==> config.mk <==
export PLATFORM = sky130hd
export DESIGN_NAME = complex_magnitude_statistics
export DESIGN_NICKNAME = d
export VERILOG_FILES = /design/src/design/cms_pkg.sv /design/src/design/cms_ctrl.sv /design/src/design/cms_datapath.sv /design/src/design/complex_magnitude_statistics.sv
export SDC_FILE = /design/constraint.sdc
export NUM_CORES = 2
export LEC_CHECK = 0
export ABC_AREA = 0
export BUFFER_PORTS_ARGS = -buffer_cell sky130_fd_sc_hd__buf_2
export CORE_MARGIN = 4
export CORE_UTILIZATION = 60
export DETAILED_ROUTE_END_ITERATION = 10
export GPL_TIMING_DRIVEN = 0
export HOLD_SLACK_MARGIN = 0.08
export PLACE_DENSITY = 0.89
export SLEW_MARGIN = 20
export SYNTH_ARGS = -nofsm -noshare
export SYNTH_HDL_FRONTEND = slang
export SYNTH_SLANG_ARGS = --single-unit
==> constraint.sdc <==
create_clock -name clk -period 30.5 [get_ports clk]
set_clock_uncertainty 0.15 [all_clocks]
set_input_delay 4.575 -clock clk [delete_from_list [all_inputs] [get_ports clk]]
set_output_delay 4.575 -clock clk [all_outputs]
set_load 0.02 [all_outputs]
==> src/design/cms_pkg.sv <==
`timescale 1ns / 1ps
// Shared types and constants for the complex magnitude statistics block.
// Used by cms_ctrl, cms_datapath and complex_magnitude_statistics.

package cms_pkg;

    localparam int IN_W              = 16;
    localparam int MAG_W             = 16;
    localparam int SQ_W              = 2 * MAG_W;
    localparam int REM_W             = MAG_W + 2;
    localparam int VAR_W             = 29;
    localparam int CNT_OUT_W         = 11;
    localparam int ROOT_STEPS        = MAG_W;
    localparam int DIV_SHIFT         = VAR_W - 1;
    localparam int STEP_W            = $clog2(VAR_W);
    localparam int MAX_ITEMS_DEFAULT = 1024;

    typedef struct packed {
        logic signed [IN_W-1:0] real_part;
        logic signed [IN_W-1:0] imag_part;
        logic                   last;
    } cms_in_t;

    typedef struct packed {
        logic [MAG_W-1:0]     min_magnitude;
        logic [MAG_W-1:0]     max_magnitude;
        logic [MAG_W-1:0]     mean_magnitude;
        logic [VAR_W-1:0]     magnitude_variance;
        logic [CNT_OUT_W-1:0] sample_count;
        logic                 overflowed;
    } cms_out_t;

    typedef enum logic [3:0] {
        ST_IDLE,
        ST_SQ_RE,
        ST_SQ_IM,
        ST_ROOT,
        ST_UPDATE,
        ST_FIN_START,
        ST_FIN_NSQ,
        ST_FIN_SSQ,
        ST_FIN_NN,
        ST_DIV_MEAN,
        ST_DIV_VAR
    } cms_state_t;

    typedef enum logic [1:0] {
        MUL_NSQ,
        MUL_SSQ,
        MUL_NN
    } cms_mul_sel_t;

    typedef enum logic {
        DIV_MEAN,
        DIV_VAR
    } cms_div_sel_t;

    typedef struct packed {
        logic         capture;
        logic         mark_overflow;
        logic         sq_first;
        logic         sq_second;
        logic         root_step;
        logic         update;
        logic         mul_load;
        cms_mul_sel_t mul_sel;
        logic         mul_step;
        logic         nsq_save;
        logic         ssq_sub;
        logic         div_load;
        cms_div_sel_t div_sel;
        logic         div_step;
        logic         mean_save;
        logic         emit;
    } cms_cmd_t;

    typedef struct packed {
        logic count_full;
        logic last_item;
        logic mul_last;
    } cms_status_t;

endpackage

==> src/design/cms_ctrl.sv <==
`timescale 1ns / 1ps
// Sequencer for the complex magnitude statistics block.
// Drives cms_datapath through cms_pkg command and status structs.

module cms_ctrl (
    input  logic                clk,
    input  logic                rst_n,
    input  logic                start,
    input  logic                last,
    input  cms_pkg::cms_status_t status,
    output logic                busy,
    output cms_pkg::cms_cmd_t   cmd
);
    import cms_pkg::*;

    cms_state_t          state_reg;
    cms_state_t          state_next;
    logic [STEP_W-1:0]   step_reg;
    logic [STEP_W-1:0]   step_next;

    always_ff @(posedge clk or negedge rst_n)
    begin
        if (!rst_n)
        begin
            state_reg <= ST_IDLE;
            step_reg  <= '0;
        end
        else
        begin
            state_reg <= state_next;
            step_reg  <= step_next;
        end
    end

    always_comb
    begin
        state_next = state_reg;
        step_next  = step_reg;
        cmd        = '0;
        cmd.mul_sel = MUL_NSQ;
        cmd.div_sel = DIV_MEAN;

        case (state_reg)
            ST_IDLE:
            begin
                if (start)
                begin
                    if (status.count_full)
                    begin
                        // drop the item, but a last mark still closes the set
                        cmd.mark_overflow = 1'b1;
                        if (last)
                            state_next = ST_FIN_START;
                    end
                    else
                    begin
                        cmd.capture = 1'b1;
                        state_next  = ST_SQ_RE;
                    end
                end
            end
            ST_SQ_RE:
            begin
                cmd.sq_first = 1'b1;
                state_next   = ST_SQ_IM;
            end
            ST_SQ_IM:
            begin
                cmd.sq_second = 1'b1;
                step_next     = '0;
                state_next    = ST_ROOT;
            end
            ST_ROOT:
            begin
                cmd.root_step = 1'b1;
                step_next     = step_reg + 1'b1;
                if (step_reg == STEP_W'(ROOT_STEPS - 1))
                    state_next = ST_UPDATE;
            end
            ST_UPDATE:
            begin
                cmd.update = 1'b1;
                if (status.last_item)
                    state_next = ST_FIN_START;
                else
                    state_next = ST_IDLE;
            end
            ST_FIN_START:
            begin
                cmd.mul_load = 1'b1;
                cmd.mul_sel  = MUL_NSQ;
                state_next   = ST_FIN_NSQ;
            end
            ST_FIN_NSQ:
            begin
                cmd.mul_step = 1'b1;
                if (status.mul_last)
                begin
                    cmd.nsq_save = 1'b1;
                    cmd.mul_load = 1'b1;
                    cmd.mul_sel  = MUL_SSQ;
                    state_next   = ST_FIN_SSQ;
                end
            end
            ST_FIN_SSQ:
            begin
                cmd.mul_step = 1'b1;
                if (status.mul_last)
                begin
                    cmd.ssq_sub  = 1'b1;
                    cmd.mul_load = 1'b1;
                    cmd.mul_sel  = MUL_NN;
                    state_next   = ST_FIN_NN;
                end
            end
            ST_FIN_NN:
            begin
                cmd.mul_step = 1'b1;
                if (status.mul_last)
                begin
                    cmd.div_load = 1'b1;
                    cmd.div_sel  = DIV_MEAN;
                    step_next    = '0;
                    state_next   = ST_DIV_MEAN;
                end
            end
            ST_DIV_MEAN:
            begin
                cmd.div_step = 1'b1;
                step_next    = step_reg + 1'b1;
                if (step_reg == STEP_W'(VAR_W - 1))
                begin
                    cmd.mean_save = 1'b1;
                    cmd.div_load  = 1'b1;
                    cmd.div_sel   = DIV_VAR;
                    step_next     = '0;
                    state_next    = ST_DIV_VAR;
                end
            end
            ST_DIV_VAR:
            begin
                cmd.div_step = 1'b1;
                step_next    = step_reg + 1'b1;
                if (step_reg == STEP_W'(VAR_W - 1))
                begin
                    cmd.emit   = 1'b1;
                    state_next = ST_IDLE;
                end
            end
            default:
            begin
                state_next = ST_IDLE;
            end
        endcase
    end

    assign busy = (state_reg != ST_IDLE);

endmodule

==> src/design/cms_datapath.sv <==
`timescale 1ns / 1ps
// Datapath: squaring, bit-per-cycle square root, running statistics,
// shift-add multiplier and restoring divider. Depends on cms_pkg.

module cms_datapath #(
    parameter int MAX_ITEMS = cms_pkg::MAX_ITEMS_DEFAULT
) (
    input  logic                 clk,
    input  logic                 rst_n,
    input  cms_pkg::cms_in_t     item,
    input  cms_pkg::cms_cmd_t    cmd,
    output cms_pkg::cms_status_t status,
    output logic                 done,
    output cms_pkg::cms_out_t    result
);
    import cms_pkg::*;

    localparam int CW   = $clog2(MAX_ITEMS + 1);
    localparam int SW   = CW + MAG_W;
    localparam int QW   = CW + 2 * MAG_W;
    localparam int NUMW = 2 * CW + 2 * MAG_W;

    cms_in_t           in_reg;
    logic [SQ_W-1:0]   x_reg;
    logic [REM_W-1:0]  rem_reg;
    logic [MAG_W-1:0]  root_reg;

    logic [CW-1:0]     count_reg;
    logic [SW-1:0]     sum_reg;
    logic [QW-1:0]     sumsq_reg;
    logic [MAG_W-1:0]  min_reg;
    logic [MAG_W-1:0]  max_reg;
    logic              ovf_reg;

    logic [NUMW-1:0]   acc_reg;
    logic [NUMW-1:0]   mcand_reg;
    logic [SW-1:0]     mplier_reg;
    logic [NUMW-1:0]   num_reg;
    logic [NUMW-1:0]   drem_reg;
    logic [NUMW-1:0]   dsr_reg;
    logic [VAR_W-1:0]  quo_reg;
    logic [MAG_W-1:0]  mean_reg;

    cms_out_t          result_reg;
    logic              done_reg;

    logic [IN_W-1:0]   re_u;
    logic [IN_W-1:0]   im_u;
    logic [MAG_W-1:0]  abs_re;
    logic [MAG_W-1:0]  abs_im;
    logic [MAG_W-1:0]  sq_op;
    logic [SQ_W-1:0]   sq_prod;

    logic [REM_W+1:0]  trial_rem;
    logic [REM_W+1:0]  trial;
    logic              root_ge;
    logic [REM_W+1:0]  root_diff;

    logic [NUMW-1:0]   acc_stepped;
    logic              div_ge;
    logic [VAR_W-1:0]  quo_stepped;
    logic              empty;

    // magnitude of a two's complement value; the most negative one maps to 2^15
    assign re_u   = in_reg.real_part;
    assign im_u   = in_reg.imag_part;
    assign abs_re = in_reg.real_part[IN_W-1] ? MAG_W'(~re_u + 1'b1) : MAG_W'(re_u);
    assign abs_im = in_reg.imag_part[IN_W-1] ? MAG_W'(~im_u + 1'b1) : MAG_W'(im_u);

    // one 16x16 squarer shared by re^2, im^2 and mag^2
    always_comb
    begin
        if (cmd.sq_first)
            sq_op = abs_re;
        else if (cmd.sq_second)
            sq_op = abs_im;
        else
            sq_op = root_reg;
    end
    assign sq_prod = SQ_W'(sq_op) * SQ_W'(sq_op);

    // bring down the next two radicand bits, try root*4+1
    assign trial_rem = {rem_reg, x_reg[SQ_W-1 -: 2]};
    assign trial     = (REM_W + 2)'({root_reg, 2'b01});
    assign root_ge   = (trial_rem >= trial);
    assign root_diff = trial_rem - trial;

    assign acc_stepped = acc_reg + (mplier_reg[0] ? mcand_reg : '0);
    assign div_ge      = (drem_reg >= dsr_reg);
    assign quo_stepped = {quo_reg[VAR_W-2:0], div_ge};
    assign empty       = (count_reg == '0);

    always_ff @(posedge clk)
    begin
        if (cmd.capture)
            in_reg <= item;

        if (cmd.sq_first)
            x_reg <= sq_prod;
        else if (cmd.sq_second)
            x_reg <= x_reg + sq_prod;
        else if (cmd.root_step)
            x_reg <= {x_reg[SQ_W-3:0], 2'b00};

        if (cmd.sq_second)
        begin
            rem_reg  <= '0;
            root_reg <= '0;
        end
        else if (cmd.root_step)
        begin
            if (root_ge)
            begin
                rem_reg  <= REM_W'(root_diff);
                root_reg <= {root_reg[MAG_W-2:0], 1'b1};
            end
            else
            begin
                rem_reg  <= REM_W'(trial_rem);
                root_reg <= {root_reg[MAG_W-2:0], 1'b0};
            end
        end

        // shift-add multiplier, one multiplier bit per cycle
        if (cmd.mul_load)
        begin
            acc_reg <= '0;
            case (cmd.mul_sel)
                MUL_NSQ:
                begin
                    mcand_reg  <= NUMW'(sumsq_reg);
                    mplier_reg <= SW'(count_reg);
                end
                MUL_SSQ:
                begin
                    mcand_reg  <= NUMW'(sum_reg);
                    mplier_reg <= sum_reg;
                end
                MUL_NN:
                begin
                    mcand_reg  <= NUMW'(count_reg);
                    mplier_reg <= SW'(count_reg);
                end
                default:
                begin
                    mcand_reg  <= '0;
                    mplier_reg <= '0;
                end
            endcase
        end
        else if (cmd.mul_step)
        begin
            acc_reg    <= acc_stepped;
            mcand_reg  <= {mcand_reg[NUMW-2:0], 1'b0};
            mplier_reg <= {1'b0, mplier_reg[SW-1:1]};
        end

        // n*sum_sq first, then subtract sum^2 in place
        if (cmd.nsq_save)
            num_reg <= acc_stepped;
        else if (cmd.ssq_sub)
            num_reg <= num_reg - acc_stepped;

        // restoring divider, divisor starts shifted to the top quotient bit
        if (cmd.div_load)
        begin
            case (cmd.div_sel)
                DIV_MEAN:
                begin
                    drem_reg <= NUMW'(sum_reg);
                    dsr_reg  <= NUMW'(count_reg) << DIV_SHIFT;
                end
                DIV_VAR:
                begin
                    drem_reg <= num_reg;
                    dsr_reg  <= acc_reg << DIV_SHIFT;
                end
                default:
                begin
                    drem_reg <= '0;
                    dsr_reg  <= '0;
                end
            endcase
        end
        else if (cmd.div_step)
        begin
            if (div_ge)
                drem_reg <= drem_reg - dsr_reg;
            dsr_reg <= {1'b0, dsr_reg[NUMW-1:1]};
            quo_reg <= quo_stepped;
        end

        if (cmd.mean_save)
            mean_reg <= quo_stepped[MAG_W-1:0];

        if (cmd.emit)
        begin
            result_reg.min_magnitude      <= empty ? '0 : min_reg;
            result_reg.max_magnitude      <= empty ? '0 : max_reg;
            result_reg.mean_magnitude     <= empty ? '0 : mean_reg;
            result_reg.magnitude_variance <= empty ? '0 : quo_stepped;
            result_reg.sample_count       <= CNT_OUT_W'(count_reg);
            result_reg.overflowed         <= ovf_reg;
        end
    end

    always_ff @(posedge clk or negedge rst_n)
    begin
        if (!rst_n)
        begin
            count_reg <= '0;
            sum_reg   <= '0;
            sumsq_reg <= '0;
            min_reg   <= '1;
            max_reg   <= '0;
            ovf_reg   <= 1'b0;
            done_reg  <= 1'b0;
        end
        else
        begin
            done_reg <= cmd.emit;
            if (cmd.emit)
            begin
                // clear for the next set
                count_reg <= '0;
                sum_reg   <= '0;
                sumsq_reg <= '0;
                min_reg   <= '1;
                max_reg   <= '0;
                ovf_reg   <= 1'b0;
            end
            else
            begin
                if (cmd.mark_overflow)
                    ovf_reg <= 1'b1;
                if (cmd.update)
                begin
                    count_reg <= count_reg + 1'b1;
                    sum_reg   <= sum_reg + SW'(root_reg);
                    sumsq_reg <= sumsq_reg + QW'(sq_prod);
                    if (root_reg < min_reg)
                        min_reg <= root_reg;
                    if (root_reg > max_reg)
                        max_reg <= root_reg;
                end
            end
        end
    end

    assign status.count_full = (count_reg == CW'(MAX_ITEMS));
    assign status.last_item  = in_reg.last;
    assign status.mul_last   = (mplier_reg[SW-1:1] == '0);

    assign done   = done_reg;
    assign result = result_reg;

endmodule

==> src/design/complex_magnitude_statistics.sv <==
`timescale 1ns / 1ps
// Top level of the complex magnitude statistics block.
// Instantiates cms_ctrl and cms_datapath; types from cms_pkg.

// An item is taken on a clock edge with start high and busy low. Each accepted
// sample holds busy high through two squaring steps, 16 iterations of the
// bit-per-cycle square root and one update step, so a new sample is not taken
// until the last one is through. A sample that arrives once MAX_ITEMS samples
// are in is dropped on its accept edge and marks the set as overflowed; busy
// stays low unless it carries last, which still closes the set. On the last
// sample of a set busy stays high further while the statistics are finished:
// one setup step, three shift-add multiplies (n*sum_sq, sum^2 and n*n) and
// two restoring divisions (mean, then variance). The result then shows
// on result with done high for exactly one cycle; it cannot be held off, so
// the receiver must take it then. The statistics clear with it and the next
// set may start at once.

module complex_magnitude_statistics #(
    parameter int MAX_ITEMS = cms_pkg::MAX_ITEMS_DEFAULT
) (
    input  logic              clk,
    input  logic              rst_n,
    input  logic              start,
    output logic              busy,
    input  cms_pkg::cms_in_t  item,
    output logic              done,
    output cms_pkg::cms_out_t result
);
    import cms_pkg::*;

    cms_cmd_t    cmd;
    cms_status_t status;

    cms_ctrl u_ctrl (
        .clk    (clk),
        .rst_n  (rst_n),
        .start  (start),
        .last   (item.last),
        .status (status),
        .busy   (busy),
        .cmd    (cmd)
    );

    cms_datapath #(
        .MAX_ITEMS (MAX_ITEMS)
    ) u_datapath (
        .clk    (clk),
        .rst_n  (rst_n),
        .item   (item),
        .cmd    (cmd),
        .status (status),
        .done   (done),
        .result (result)
    );

endmodule
==> summary.md <==
| Metric | Value |
|---|---|
| Status | finished clean |
| Die Footprint | 0.08589 mm2 |
| Class of the worst hold path | register to register |
| Placer Congestion | between 1 and 1.5 |
| Crit path required time | 30.72 ns |
| Starting Density | 60.53% |
| Vias in the first global route | 41.65k |
| 1st-pass router iterations | 6 |
| CTS tree | yes |
| Clock buffer count from CTS | 73 |
| CP Launch Type | register |
| Commonest cells after routing, fill and taps aside | nand2_1, inv_1, edfxtp_1, nor2_1, ha_1 |
| Mux share of post-synthesis cell area | 1.753% |
| Largest family of logic cells by synthesized area | compound AO/OA/AOI/OAI gates |
| Yosys top cell area share | around 27% |
| Sequential cell area | approximately 0.018 mm2 |
| Clock Root Buffer | clkbuf_16 |
| DR vias/cell | 6.291 |
| Endpoints failing setup | 0 |
| GRT Total Usage | 33.16% |
| RSZ-0062 raised after global routing | false |
| CTS H-tree lvls | 3 |
| Post-synthesis average cell area | 9.179 um2 |
| Clk sinks | 653 |
| Vias | ~42k |
| Routed WL per cell | ~22 um |
| Antenna cell count | 0 |
| HPWL after DPL | 112100 um |
| Clk_lat worst skew | around 0.64 ns |
| Worst slew pin tran | 1.169 ns |
| Cells after synthesis | approximately 5.3k |
| Synthesized cell area | 0.04876 mm2 |
| Syn-to-layout area delta | 9.867% |
| Placed Cells | between 6k and 7k |
| XOR/XNOR Fraction of Synth Area | ~5.6% |
| Synthesis-stage register bit count | 653 |
| Share of cells above drive strength 1 | 6.252% |
| Max-Slew Margin vs Limit | 21.54% |
| Largest net degree at the start of global routing | 96 |
| Drt first-iter violations | approximately 4.2k |
| Top post-synthesis cells by area | edfxtp_1, ha_1, fa_1 |
| Pre-CTS WS | 18.19 ns |
| Simple-gate share of the synthesized area | around 15% |
| I/O pin total | 127 |
| Max reg flops | 89 |
| Clock slew at reported path FFs | 0.06 ns |
| Hold WS | between 0.2 and 0.3 ns |
| Max_cap viols | 0 |
| Core Box Area | 0.08055 mm2 |
| Area leader, netlist | edfxtp_1 |
| Ys flop type | edfxtp_1 |
| Fin. Hold Viols | 0 |
| Core Rows | 104 |
| Crit path kind | register to register |
| Syn_nets | 5911 |
| Gr ovfl total | 0 |
| Setup total negative slack | 0 ns |
| Share of synthesized flip-flops with an asynchronous set or reset | 18.99% |
| Die Wd | 293.1 um |
| Critical path's largest stage delay | 0.91 ns |
| CP Max Fanout | 10 |
| Post-synth EDFFs | 441 |
| Clk buf depth | 3 |
| Routed WL | 145100 um |
| # port buffers | 126 |
| Post-Layout Cell Count | 6642 |
| CP most frequent cell | fa_1 |
| Post-synthesis sequential area ratio | a little under two fifths |
| Fmax | approximately 78 MHz |
| Crit share post-route | 42.30% |
| Synth unique cells | 98 |
| Die height | 293.1 um |
| Slowest CP cell | nor2_1 |
| CP endpoint kind | register |
| First-pass GRT wire length | 227000 um |
| Filler Cell Count | 5974 |
| PnR worst setup slack | about 18 ns |
| Adder-cell share of the synthesized area | ~17% |
| Crit path arrival time | 13.12 ns |
| Most common cell after layout, fill and taps aside | nand2_1 |
| Antenna Nets Post-Route | 0 |
| Total Nets Final | 6122 |
| Period minus WS final | 12.90 ns |
| Post-CTS setup buffers | 0 |
| Synthesis Warnings | 0 |
| Hold_buf cts | 0 |
| Final Max Slew Viols | 0 |
| Multi-input gate area | 0.02809 mm2 |
| DRC | 0 |
| Number of gates resized after cts | 0 |
| Synth Area in Compound Gates | between 10% and 20% |
| Antenna violations before repair | 1 |
==> Yosys cell counts, types with 68 or more instances <==
cell type  number
nand2_1       590
inv_1         462
edfxtp_1      441
nor2_1        430
ha_1          396
a21oi_1       392
o21ai_0       374
clkbuf_1      192
xnor2_1       171
fa_1          167
and2_1        160
a21o_1        153
nand3_1       141
xor2_1        137
dfrtp_1       108
dfxtp_1        88
mux2i_1        82
nor3_1         68
==> per-layer routing <==
metal | share of wire (%) | wire length [um] | vias to the layer above | track usage (%)
met1 | 37 | 53620 | 19890 | 40.35
met3 | 8.9 | 12950 | 583 | 5.971
met5 | 0.0090 | 13 | - | 0
li1 | - | - | 19140 | -
met4 | 7.3 | 10630 | 2 | 19.80
met2 | 47 | 67850 | 2176 | 55.32
==> per-stage QoR <==
stage,cell area (um2),util [%]
2_1_floorplan,48760,-
3_3_place_gp,50710,62.96
3_5_place_dp,51000,63.31
4_1_cts,53560,66.49
5_1_grt,53570,66.50
6_report,53570,66.50
==> area by class of cell <==
type | instances | share of cell area (%)
buffer | 218 | 1.570
inverter | 469 | 3.286
timing repair buffer | 136 | 1.616
clock inverter | 48 | 1.184
sequential | 653 | 33.84
clock buffer | 86 | 3.595
multi-input combinational | 3972 | 52.43
tap | 1060 | 2.476
==> critical path: cells and delay by family, from the launching register on <==
kind                       cells  cell delay, ns
and+or+nand+nor                8            2.30
xor gates and xnor gates       3            0.60
DFF                            1            0.35
buffers and inverters          7            1.95
adders and majority gates      8            3.78
AOI/OAI and AO/OA             13            3.50
==> kinds of logic (layout without fill, tap and decap cells) <==
kind of cell / count (synthesis) / after routing
buffers and inverters: 687 / 957
flip-flops: 653 / 653
multiplexers: 85 / 85
AO/OA/AOI/OAI: 1380 / 1380
AND/OR/NAND/NOR: 1635 / 1635
adder cells (fa/ha/maj): 563 / 563
XOR/XNOR: 309 / 309
==> final timing paths <==
kind                       cells after the start  slack [ns]                                 end                             start
max                                           39       17.60      u_datapath.x_reg[31]$_DFFE_PP_   u_ctrl.state_reg[0]$_DFFE_PN0P_
min                                            0        0.28    u_datapath.quo_reg[16]$_DFFE_PP_  u_datapath.quo_reg[15]$_DFFE_PP_
max reg2reg                                   39       17.60      u_datapath.x_reg[31]$_DFFE_PP_   u_ctrl.state_reg[0]$_DFFE_PN0P_
min reg2reg                                    0        0.28    u_datapath.quo_reg[16]$_DFFE_PP_  u_datapath.quo_reg[15]$_DFFE_PP_
max in group asynchronous                      2       25.72   u_datapath.sum_reg[6]$_DFFE_PN0P_                             rst_n
min in group asynchronous                      1        3.66  u_datapath.sum_reg[18]$_DFFE_PN0P_                             rst_n
Power is not shown: default switching activity piles up to over one toggle a cycle in this logic, so the estimate is an artifact.
